`config.mk`:
```
export PLATFORM = sky130hd
export DESIGN_NAME = frame_history_fuel_tracker
export DESIGN_NICKNAME = d
export VERILOG_FILES = /design/src/rtl/fhft_pkg.sv /design/src/rtl/frame_history_fuel_tracker.sv /design/src/rtl/fhft_datapath.sv /design/src/rtl/fhft_ctrl.sv
export SDC_FILE = /design/constraint.sdc
export NUM_CORES = 2
export LEC_CHECK = 0
export ABC_CLOCK_PERIOD_IN_PS = 17950
export BUFFER_PORTS_ARGS = -buffer_cell sky130_fd_sc_hd__buf_4
export CORE_UTILIZATION = 65
export CTS_BUF_LIST = sky130_fd_sc_hd__clkbuf_4 sky130_fd_sc_hd__clkbuf_8
export DETAILED_ROUTE_END_ITERATION = 16
export PLACE_DENSITY = 0.86
export SYNTH_ARGS = -nofsm -noshare
export SYNTH_HDL_FRONTEND = slang
export SYNTH_SLANG_ARGS = --single-unit
```
`constraint.sdc`:
```
create_clock -name clk -period 17.95 [get_ports clk]
set_clock_uncertainty 0.05 [all_clocks]
set_input_delay 0.8975 -clock clk [delete_from_list [all_inputs] [get_ports clk]]
set_output_delay 0.8975 -clock clk [all_outputs]
set_load 0.05 [all_outputs]
```
`src/rtl/fhft_pkg.sv`:
```
// shared constants and types for the frame history fuel tracker
package fhft_pkg;
    localparam int HISTORY_DEPTH   = 16;
    localparam int FRAME_PERIOD_MS = 64;
    localparam int RPM_SHIFT_BITS  = 6;
    localparam int SLOT_W          = $clog2(HISTORY_DEPTH);
    localparam int CNT_W           = $clog2(HISTORY_DEPTH + 1);
    localparam int DEN_W           = 8 + $clog2(FRAME_PERIOD_MS + 1);
    localparam int NUM_W           = 32 + 10 + 1;
    localparam int Q_BITS          = 9;

    localparam logic [2:0] KIND_RPM     = 3'd0;
    localparam logic [2:0] KIND_SPEED   = 3'd1;
    localparam logic [2:0] KIND_FUEL    = 3'd2;
    localparam logic [2:0] KIND_TICK    = 3'd3;
    localparam logic [2:0] KIND_RESTART = 3'd4;

    typedef struct packed {
        logic write_rpm;
        logic write_speed;
        logic fuel;
        logic restart;
        logic gate_check;
        logic scan_start;
        logic scan_step;
        logic div_start;
        logic div_step;
        logic advance;
    } fhft_cmd_t;

    typedef struct packed {
        logic gate_open;
        logic scan_done;
        logic div_done;
    } fhft_sts_t;
endpackage

```
`src/rtl/frame_history_fuel_tracker.sv`:
```
// top level of the frame history fuel tracker
// a sample or restart is applied as it is taken; a closed-gate tick gives its item the next cycle
// an open-gate tick gives its item after the ring scan (S_SCAN), the serial divider (S_DIV)
// and the output state (S_OUT), which presents it
// one item at a time; the next item is taken once the result has been collected
// rst_n clears rings, slot, sums, counter seed and frame time asynchronously
module frame_history_fuel_tracker
    import fhft_pkg::*;
(
    input  logic        clk,
    input  logic        rst_n,
    input  logic        in_valid,
    output logic        in_ready,
    input  logic [2:0]  kind,
    input  logic [15:0] rpm_raw,
    input  logic [7:0]  speed_kmh,
    input  logic [14:0] fuel_counter,
    input  logic [31:0] now_ms,
    output logic        out_valid,
    input  logic        out_ready,
    output logic        frame_taken,
    output logic [7:0]  rpm_low,
    output logic [7:0]  rpm_high,
    output logic [7:0]  speed_low,
    output logic [7:0]  speed_high,
    output logic [7:0]  inst_consumption,
    output logic [31:0] trip_microlitres
);
    fhft_cmd_t  cmd;
    fhft_sts_t  sts;
    logic       hold_zero;
    logic [7:0] rl, rh, sl, sh, ic;

    fhft_ctrl u_ctrl (
        .clk(clk), .rst_n(rst_n), .in_valid(in_valid), .in_ready(in_ready),
        .kind(kind), .out_valid(out_valid), .out_ready(out_ready),
        .frame_taken(frame_taken), .hold_zero(hold_zero), .cmd(cmd), .sts(sts)
    );

    fhft_datapath u_dp (
        .clk(clk), .rst_n(rst_n), .cmd(cmd), .sts(sts), .rpm_raw(rpm_raw),
        .speed_kmh(speed_kmh), .fuel_counter(fuel_counter), .now_ms(now_ms),
        .rpm_low(rl), .rpm_high(rh), .speed_low(sl), .speed_high(sh),
        .inst_consumption(ic), .trip_microlitres(trip_microlitres)
    );

    assign rpm_low          = hold_zero ? 8'd0 : rl;
    assign rpm_high         = hold_zero ? 8'd0 : rh;
    assign speed_low        = hold_zero ? 8'd0 : sl;
    assign speed_high       = hold_zero ? 8'd0 : sh;
    assign inst_consumption = hold_zero ? 8'd0 : ic;
endmodule

```
`src/rtl/fhft_datapath.sv`:
```
// rings, sums, min/max scan and serial divider
module fhft_datapath
    import fhft_pkg::*;
(
    input  logic             clk,
    input  logic             rst_n,
    input  fhft_cmd_t        cmd,
    output fhft_sts_t        sts,
    input  logic [15:0]      rpm_raw,
    input  logic [7:0]       speed_kmh,
    input  logic [14:0]      fuel_counter,
    input  logic [31:0]      now_ms,
    output logic [7:0]       rpm_low,
    output logic [7:0]       rpm_high,
    output logic [7:0]       speed_low,
    output logic [7:0]       speed_high,
    output logic [7:0]       inst_consumption,
    output logic [31:0]      trip_microlitres
);
    logic [7:0]        rpm_ring_reg   [HISTORY_DEPTH];
    logic [7:0]        speed_ring_reg [HISTORY_DEPTH];
    logic [7:0]        cons_ring_reg  [HISTORY_DEPTH];
    logic [SLOT_W-1:0] slot_reg;
    logic [31:0]       next_time_reg;
    logic              primed_reg;
    logic [14:0]       last_cnt_reg;
    logic [31:0]       trip_reg, frame_reg;
    logic [CNT_W-1:0]  scan_reg;
    logic [7:0]        rl_reg, rh_reg, sl_reg, sh_reg;
    logic [NUM_W-1:0]  rem_reg;
    logic [DEN_W-1:0]  den_reg;
    logic [Q_BITS-1:0] q_reg;
    logic [3:0]        bit_reg;
    logic              zero_reg;

    logic [15:0]       px;
    logic [7:0]        px8;
    logic [14:0]       delta;
    logic [31:0]       gap;
    logic [7:0]        r_at, s_at;
    logic [SLOT_W-1:0] nxt;
    logic [NUM_W-1:0]  num, dsh;
    logic [7:0]        cb;

    assign px    = rpm_raw >> RPM_SHIFT_BITS;
    assign px8   = (px > 16'd255) ? 8'hFF : px[7:0];
    assign delta = fuel_counter - last_cnt_reg;
    assign gap   = next_time_reg - now_ms;
    assign sts.gate_open = !(gap < 32'(FRAME_PERIOD_MS));
    assign sts.scan_done = (scan_reg == CNT_W'(HISTORY_DEPTH));
    assign sts.div_done  = (bit_reg == 4'd0);
    assign r_at = rpm_ring_reg[scan_reg[SLOT_W-1:0]];
    assign s_at = speed_ring_reg[scan_reg[SLOT_W-1:0]];
    assign nxt  = (slot_reg == SLOT_W'(HISTORY_DEPTH - 1)) ? '0 : slot_reg + 1'b1;
    assign num  = NUM_W'({frame_reg, 9'd0}) + NUM_W'({frame_reg, 7'd0}) +
                  NUM_W'({frame_reg, 6'd0}) + NUM_W'({frame_reg, 4'd0}) +
                  NUM_W'(DEN_W'(speed_ring_reg[slot_reg] * FRAME_PERIOD_MS) >> 1);
    assign dsh  = NUM_W'(den_reg) << (bit_reg - 4'd1);
    assign cb   = zero_reg ? 8'd0 : ((q_reg > 9'd255) ? 8'hFF : q_reg[7:0]);

    always_ff @(posedge clk or negedge rst_n)
    begin
        if (!rst_n)
        begin
            for (int i = 0; i < HISTORY_DEPTH; i++)
            begin
                rpm_ring_reg[i]   <= '0;
                speed_ring_reg[i] <= '0;
                cons_ring_reg[i]  <= '0;
            end
            slot_reg      <= '0;
            next_time_reg <= '0;
            primed_reg    <= 1'b0;
            last_cnt_reg  <= '0;
            trip_reg      <= '0;
            frame_reg     <= '0;
            scan_reg      <= '0;
            bit_reg       <= '0;
        end
        else if (cmd.restart)
        begin
            for (int i = 0; i < HISTORY_DEPTH; i++)
            begin
                rpm_ring_reg[i]   <= '0;
                speed_ring_reg[i] <= '0;
                cons_ring_reg[i]  <= '0;
            end
            slot_reg      <= '0;
            next_time_reg <= '0;
            primed_reg    <= 1'b0;
            last_cnt_reg  <= '0;
            trip_reg      <= '0;
            frame_reg     <= '0;
        end
        else
        begin
            if (cmd.write_rpm)
                rpm_ring_reg[slot_reg] <= px8;
            if (cmd.write_speed)
                speed_ring_reg[slot_reg] <= speed_kmh;
            if (cmd.fuel)
            begin
                last_cnt_reg <= fuel_counter;
                primed_reg   <= 1'b1;
                if (primed_reg)
                begin
                    trip_reg  <= trip_reg + 32'(delta);
                    frame_reg <= frame_reg + 32'(delta);
                end
            end
            if (cmd.gate_check)
                next_time_reg <= now_ms + 32'(FRAME_PERIOD_MS);
            if (cmd.scan_start)
                scan_reg <= '0;
            if (cmd.scan_step)
                scan_reg <= scan_reg + 1'b1;
            if (cmd.div_start)
                bit_reg <= 4'(Q_BITS);
            if (cmd.div_step)
                bit_reg <= bit_reg - 4'd1;
            if (cmd.advance)
            begin
                frame_reg <= '0;
                rpm_ring_reg[nxt]   <= rpm_ring_reg[slot_reg];
                speed_ring_reg[nxt] <= speed_ring_reg[slot_reg];
                cons_ring_reg[nxt]  <= cb;
                slot_reg <= nxt;
            end
        end
    end

    // payload: scan extrema and divider
    always_ff @(posedge clk)
    begin
        if (cmd.scan_start)
        begin
            rl_reg <= 8'hFF;
            rh_reg <= 8'h00;
            sl_reg <= 8'hFF;
            sh_reg <= 8'h00;
        end
        else if (cmd.scan_step)
        begin
            if (r_at < rl_reg) rl_reg <= r_at;
            if (r_at > rh_reg) rh_reg <= r_at;
            if (s_at < sl_reg) sl_reg <= s_at;
            if (s_at > sh_reg) sh_reg <= s_at;
        end
        if (cmd.div_start)
        begin
            rem_reg  <= num;
            den_reg  <= DEN_W'(speed_ring_reg[slot_reg] * FRAME_PERIOD_MS);
            q_reg    <= '0;
            zero_reg <= (speed_ring_reg[slot_reg] == 8'd0) || (frame_reg == 32'd0);
        end
        else if (cmd.div_step)
        begin
            if (!zero_reg && (rem_reg >= dsh) && (den_reg != '0))
            begin
                rem_reg <= rem_reg - dsh;
                q_reg   <= q_reg | Q_BITS'(1 << (bit_reg - 4'd1));
            end
        end
    end

    // quotient of 9 bits saturates: if rem still holds >= 512*den, force 255
    logic big;
    assign big = !zero_reg && (rem_reg >= (NUM_W'(den_reg) << Q_BITS));

    assign rpm_low          = rl_reg;
    assign rpm_high         = rh_reg;
    assign speed_low        = sl_reg;
    assign speed_high       = sh_reg;
    assign inst_consumption = big ? 8'hFF : cb;
    assign trip_microlitres = trip_reg;
endmodule

```
`src/rtl/fhft_ctrl.sv`:
```
// controller state machine for the tracker
module fhft_ctrl
    import fhft_pkg::*;
(
    input  logic      clk,
    input  logic      rst_n,
    input  logic      in_valid,
    output logic      in_ready,
    input  logic [2:0] kind,
    output logic      out_valid,
    input  logic      out_ready,
    output logic      frame_taken,
    output logic      hold_zero,
    output fhft_cmd_t cmd,
    input  fhft_sts_t sts
);
    typedef enum logic [2:0] {S_IDLE, S_SCAN, S_DIV, S_OUT} state_t;
    state_t state_reg;
    logic   taken_reg, zero_reg, big_chk_reg;
    logic   acc;

    assign in_ready = (state_reg == S_IDLE) && !out_valid;
    assign acc      = in_valid && in_ready;

    always_comb
    begin
        cmd = '0;
        cmd.write_rpm   = acc && (kind == KIND_RPM);
        cmd.write_speed = acc && (kind == KIND_SPEED);
        cmd.fuel        = acc && (kind == KIND_FUEL);
        cmd.restart     = acc && (kind == KIND_RESTART);
        cmd.gate_check  = acc && (kind == KIND_TICK) && sts.gate_open;
        cmd.scan_start  = cmd.gate_check;
        cmd.scan_step   = (state_reg == S_SCAN) && !sts.scan_done;
        cmd.div_start   = (state_reg == S_SCAN) && sts.scan_done;
        cmd.div_step    = (state_reg == S_DIV) && !sts.div_done;
        cmd.advance     = (state_reg == S_DIV) && sts.div_done;
    end

    always_ff @(posedge clk or negedge rst_n)
    begin
        if (!rst_n)
        begin
            state_reg   <= S_IDLE;
            out_valid   <= 1'b0;
            taken_reg   <= 1'b0;
            zero_reg    <= 1'b0;
            big_chk_reg <= 1'b0;
        end
        else
        begin
            case (state_reg)
                S_IDLE:
                begin
                    if (out_valid && out_ready)
                        out_valid <= 1'b0;
                    if (acc && kind == KIND_TICK)
                    begin
                        if (sts.gate_open)
                        begin
                            state_reg <= S_SCAN;
                            taken_reg <= 1'b1;
                            zero_reg  <= 1'b0;
                        end
                        else
                        begin
                            out_valid <= 1'b1;
                            taken_reg <= 1'b0;
                            zero_reg  <= 1'b1;
                        end
                    end
                end
                S_SCAN:
                    if (sts.scan_done)
                        state_reg <= S_DIV;
                S_DIV:
                    if (sts.div_done)
                        state_reg <= S_OUT;
                S_OUT:
                begin
                    big_chk_reg <= 1'b0;
                    out_valid   <= 1'b1;
                    state_reg   <= S_IDLE;
                end
                default:
                    state_reg <= S_IDLE;
            endcase
        end
    end

    assign frame_taken = taken_reg;
    assign hold_zero   = zero_reg | big_chk_reg;

    assert property (@(posedge clk) disable iff (!rst_n)
        (state_reg != S_IDLE) |-> !in_ready) else $error("ready while busy");
    assert property (@(posedge clk) disable iff (!rst_n)
        cmd.advance |=> (state_reg == S_OUT)) else $error("advance without output");
    assert property (@(posedge clk) disable iff (!rst_n)
        (out_valid && !out_ready) |=> out_valid) else $error("result dropped");
endmodule
```
=== Word level (Yosys, flattened, before mapping) ===
Cells that the tools add are included.
Widths: inputs -> output; s select.

* Flip-flop bits (word level): 480
* Bits in latches: 0
* RAM bits: 0
* ROM bits: 0
* Input port bits: 78
* Output and inout port bits: 75
* Word-level logic and storage cells: 222
* Memories: 0

* Add/sub/neg operators: 13
* $mul: 0
* Divide/modulo/power cells: 0
* Order comparisons: 14
* Eq/ne operators: 13
* Shift operators: 2
* Muxes and demuxes: 71
* Bitwise operators: 5
* Reduce and logical (&&, ||, !) cells: 52

{| class="wikitable"
|+ Operator list
! operator !! number
|-
| $mux 128 || 8
|-
| $bwmux 128 || 4
|-
| $mux 32 || 9
|-
| $mux 8 || 19
|-
| $mux 43 || 3
|-
| $bmux 8 s4 || 4
|-
| $add 32x15->32 || 2
|-
| $demux 8 s4 || 2
|-
| $add 43x13->43 || 1
|-
| $add 43x36->43 || 1
|-
| $add 43x38->43 || 1
|-
| $ge 43x23->1 || 1
|-
| $ge 43x43->1 || 1
|-
| $shl 14x4->43 || 1
|-
| $sub 43x43->43 || 1
|-
| $add 41x39->42 || 1
|-
| $add 32x7->32 const B || 1
|-
| $logic_not 32->1 || 1
|-
| $lt 32x7->1 const B || 1
|-
| $sub 32x32->32 || 1
|-
| $mux 15 || 2
|-
| $reduce_and 2->1 || 11
|-
| $mux 4 || 5
|-
| $logic_and 1x1->1 || 18
|-
| 35 further kinds || 71
|}

=== Logic depth before layout (Yosys ltp) ===
* Word-level depth: 11
* Gate-level depth with buffers: 27
* Mapped depth without buffers: 26

=== By module ===
From an unflattened synthesis, not the netlist that was laid out.

* Cell total of the unflattened synthesis: 4,027
* Area, all modules: 36,626.4 um^2

{| class="wikitable"
|+ By module, submodules not included
! module !! times used !! cells an instance !! area an instance (um^2) !! sequential area each (um^2)
|-
| fhft_datapath || 1 || 3,942 || 35,883.2 || 11,796.3
|-
| fhft_ctrl || 1 || 41 || 387.9 || 125.1
|-
| frame_history_fuel_tracker || 1 || 44 || 355.3 || 0.0
|}

=== Worst setup path before layout ===
No wires, ideal clock.

* Path kind: reg2reg
* Start point: register u_dp.slot_reg[0]
* End point: register u_dp.rem_reg[42], data pin
* Library setup time: 0.270 ns
* Data arrival time: 6.333 ns
* Data required time: 17.630 ns
* Path slack: 11.296 ns
* Cell stages (with the launch flop): 23
* Buffers on the path: 4
* Clock period less this slack: 6.654 ns
* Path through: dfrtp_1 buf_2 buf_1 mux4_2 mux4_2 clkbuf_1 buf_1 fa_1 inv_1 fa_1 inv_1 ha_1 a21oi_1 o221ai_1 a2111oi_0 o2111ai_1 a311oi_1 o21ai_1 o21ai_0 nand2b_1 a41o_1 a31oi_1 a21oi_1

* Cells in the longest elaborated chain, start to end: 6

{| class="wikitable"
|+ Ends and longest elaborated chain
! item !! RTL line !! text
|-
| start: declaration || fhft_datapath.sv:23 || <nowiki>logic [SLOT_W-1:0] slot_reg;</nowiki>
|-
| start signal: assignment || fhft_datapath.sv:127 || <nowiki>slot_reg <= nxt;</nowiki>
|-
| $not 4->5 (not written as such) || fhft_datapath.sv:57 || <nowiki>NUM_W'(DEN_W'(speed_ring_reg[slot_reg] * FRAME_PERIOD_MS) >> 1);</nowiki>
|-
| $bmux 8 s4 || fhft_datapath.sv:57 ||
|-
| $mux 8 (not written as such) (2 in a row) || fhft_datapath.sv:57 ||
|-
| $add 43x13->43 || fhft_datapath.sv:56 || <nowiki>NUM_W'({frame_reg, 6'd0}) + NUM_W'({frame_reg, 4'd0}) +</nowiki>
|-
| $mux 43 || fhft_datapath.sv:149 || <nowiki>if (cmd.div_start)</nowiki>
|-
| end signal: assignment || fhft_datapath.sv:151 || <nowiki>rem_reg <= num;</nowiki>
|-
| end signal: assignment || fhft_datapath.sv:160 || <nowiki>rem_reg <= rem_reg - dsh;</nowiki>
|-
| end: declaration || fhft_datapath.sv:30 || <nowiki>logic [NUM_W-1:0] rem_reg;</nowiki>
|}

No other way between the ends. The select of a mux whose other input is x is not followed.
A chain may end at the register's enable or synchronous reset.

=== Worst setup path after layout ===
Ends and elaborated chain as after synthesis.

==> reports/metrics.csv <==
stage,metric,value,unit
synth,synthMuxAreaShare,14.97,%
floorplan,dieHeight,240.0,um
sta,setup_violations,0,
floorplan,initial_core_util,66.34,%
synth,ys_warn_count,0,
min_path,hold_path.class,in2async,
power_and_ir_drop,p_switching,4025,uW
power_and_ir_drop,clockPowerShare,13.2,%
synth,avgSynthCellArea,9.250,um2
floorplan,die_w,240.0,um
synth,yosysTopAreaCell,dfrtp_1,
placed_design,dpl_cell_area,38220,um2
worst_setup_path,cp.required,18.33,ns
sta,maxSlewHeadroom,5.949,%
placed_design,port_buffers,146,
clock_network,cts_resized,0,
clock_network,clock_latency,0.72,ns
clock_network,path_clk_slew,0.06,ns
cells_and_area,nets,4384,
synth,synth-simple-area-share,15.28,%
synth,ys_seq_area_share,32.37,%
cells_and_area,areaGrowthSynthToFinish,8.832,%
worst_setup_path,worst_ep_arrival_time,8.25,ns
route,vias,32890,
status,status,"complete, no violations",
sta,fin_hold_ws,0.1837,ns
placed_design,place_congestion,0.9661,
global_route,antenna_found_initial,6,
global_route,use_met3,10.25,%
floorplan,rows,86,
worst_setup_path,worstPathMaxFanout,37,
global_route,met1_usage,48.11,%
route,dr.pass1.iters,7,
global_route,use_met2,56.70,%
sta,fin_crit_sh,43.85,%
synth,synth_top_family_by_area,compound AO/OA/AOI/OAI gates,
synth,synth_flop_cell,dfrtp_1,
synth,synthCells,3982,
clock_network,cts_buffers,87,
global_route,grt_pass1_wl,168300,um
global_route,grt_max_degree,203,
route,antenna_left,0,
global_route,top_usage_layer,met2,
floorplan,die-area,57620,um2
synth,synth-edff-count,48,
global_route,overflow,0,
power_and_ir_drop,vdd_drop_max,0.1753,mV
synth,ys_seq_elements,475,
synth,synth_top_cell_area_share,26.23,%
cells_and_area,fin_area,40080,um2
synth,synth_compound_area_share,17.87,%
worst_setup_path,startpoint_type,flop,
synth,syn_nets,4349,
route,drcViolationCount,0,
power_and_ir_drop,power_frac_seq,24.3,%
worst_setup_path,path_class,reg2reg,
sta,tightest_slew,1.407,ns
floorplan,fp.coreArea,55520,um2
clock_network,clock_path_buffers,3,
clock_network,cts_setup_buffers,0,
synth,syn-cell-area,36830,um2
synth,ys_types,90,
cells_and_area,nFillCells,4018,
sta,timing.final.ws_setup,10.08,ns
floorplan,io_pins,153,
power_and_ir_drop,switching_share,47.61,%
sta,finalHoldViolations,0,
clock_network,h-tree-depth,3,
placed_design,post-place-ws,10.24,ns
sta,fmax,0.1270,GHz
worst_setup_path,end_kind,flop,
synth,synth.area.top_cells,"dfrtp_1 26%, mux4_2 9.9%, ha_1 8.4%",
sta,slew_violations,0,
synth,synthArstFlopShare,81.26,%
global_route,track_usage,37.05,%
route,drt-initial-drc-count,3804,
route,avgViaCountPerCell,6.798,
clock_network,hold_buffers,0,
synth,synthAdderAreaFrac,10.65,%
sta,setup_tns,0,ns
synth,synthXorXnorAreaFrac,4.328,%
clock_network,cts_tree,built,
sta,period_minus_slack,7.871,ns
power_and_ir_drop,p_per_area,210.9,nW/um2
job,cap_viol_max_count,0,
placed_design,placed_cells,4676,
power_and_ir_drop,p_int,4429,uW
placed_design,dp_hpwl,72310,um
route,wl_per_cell,22.18,um
sta,rsz0062_at_grt,false,
power_and_ir_drop,combPwrFrac,62.5,%
clock_network,clkSinkCount,475,
worst_setup_path,r2r.worst_path.cells,19,
cells_and_area,drive_gt1_share,13.80,%
route,wl,107300,um
power_and_ir_drop,p_leak,0.01816,uW
global_route,grt_pass1_vias,31720,
cells_and_area,fin_cells,4838,
clock_network,root_buffer,clkbuf_8,
==> logic make-up after synthesis <==
group	after synthesis
flip-flops	475
XOR/XNOR	182
adder cells (fa/ha/maj)	289
AND/OR/NAND/NOR	1275
multiplexers	348
buffers and inverters	419
AO/OA/AOI/OAI	994
==> through the flow <==
step | total power, uW | util (%)
after CTS | 8306 | 72.18
after global routing | 8974 | 72.19
after detailed placement | 7148 | 68.83
after floorplan | 5868 | -
after global placement | 6974 | 68.83
final | 8453 | 72.19
==> critical path, stage by stage, from the launching register on <==
cell and delay (ns):
dfrtp_4 0.98, buf_4 0.69, mux4_2 0.60, mux4_2 0.72
inv_1 0.16, fa_1 0.44, fa_1 0.45, inv_1 0.08
ha_1 0.24, a211oi_1 0.35, o21bai_1 0.22, a2111oi_0 0.85
o2111ai_1 0.32, a311oi_1 0.37, o21ai_1 0.15, o21ai_0 0.24
nand2b_1 0.11, a41o_1 0.28, a31oi_1 0.19, a21oi_1 0.05
==> layer usage <==
metal | vias up | share of wire (%)
met1 | 15740 | 38
li1 | 14650 | -
met5 | - | 0.027
met2 | 2032 | 45
met4 | 6 | 5.3
met3 | 471 | 12
==> power by group through the flow <==
stage          clock network, uW  logic [uW]  registers, uW
2_1_floorplan                  0        3970           1900
3_3_place_gp                   0        4970           2010
3_5_place_dp                   0        5110           2030
4_1_cts                     1120        5160           2030
5_1_grt                     1160        5710           2100
6_report                    1120        5280           2050
==> layout make-up <==
type	instances	area [um2]	share of cell area, %
timing repair buffer	184	1414	3.527
sequential	475	11930	29.77
multi-input combinational	3088	23260	58.02
clock inverter	33	236.5	0.5899
clock buffer	126	1622	4.045
inverter	181	679.4	1.695
antenna	3	7.507	0.01873
tap	748	935.9	2.335
==> final timing paths <==
path / slack (ns) / start / endpoint
worst max register to register: 10.08 / u_dp.slot_reg[0] / u_dp.rem_reg[42]
min in group clk: 0.39 / now_ms[6] / u_dp.next_time_reg[6]
worst max-delay path: 10.08 / u_dp.slot_reg[0] / u_dp.rem_reg[42]
max in group asynchronous: 14.59 / rst_n / u_dp.speed_ring_reg[34]
worst min-delay path: 0.18 / rst_n / u_dp.frame_reg[16]
worst min register to register: 0.44 / u_dp.q_reg[0] / u_dp.q_reg[0]
==> cell usage in the layout, fill, tap and decap left out, drive strengths merged, types with 126 or more instances in the layout <==
cell type / count
o21ai: 146
nor2: 369
buf: 184
o211ai: 162
a211oi: 140
mux2i: 182
clkbuf: 126
a21oi: 313
mux4: 162
dfrtp: 386
inv: 186
nand2: 517
ha: 248
==> synthesized netlist by cell type, types with 7 or more instances <==
cell and count:
o21ai_0 127, o31ai_1 12, nor4_1 27, a21o_1 53, o21ai_1 17, a21oi_1 308
a211oi_1 140, xor2_1 71, a22o_1 9, o211ai_1 148, mux4_2 162, nand3_1 106
inv_1 179, clkbuf_1 196, o21a_1 32, mux2i_1 182, nor2b_1 34, a31oi_1 18
o21bai_1 14, or3_1 24, nand2b_1 26, nand4_1 43, and2_1 10, buf_1 27
nor3_1 52, o211ai_2 14, dfxtp_1 41, and3_1 30, xnor2_1 111, ha_1 248
fa_1 41, nor2_1 368, a21boi_0 7, edfxtp_1 48, dfrtp_1 386, a2111oi_0 11
nand2_1 516, or2_2 12
Note: power is estimated with default switching activity, not from simulation.
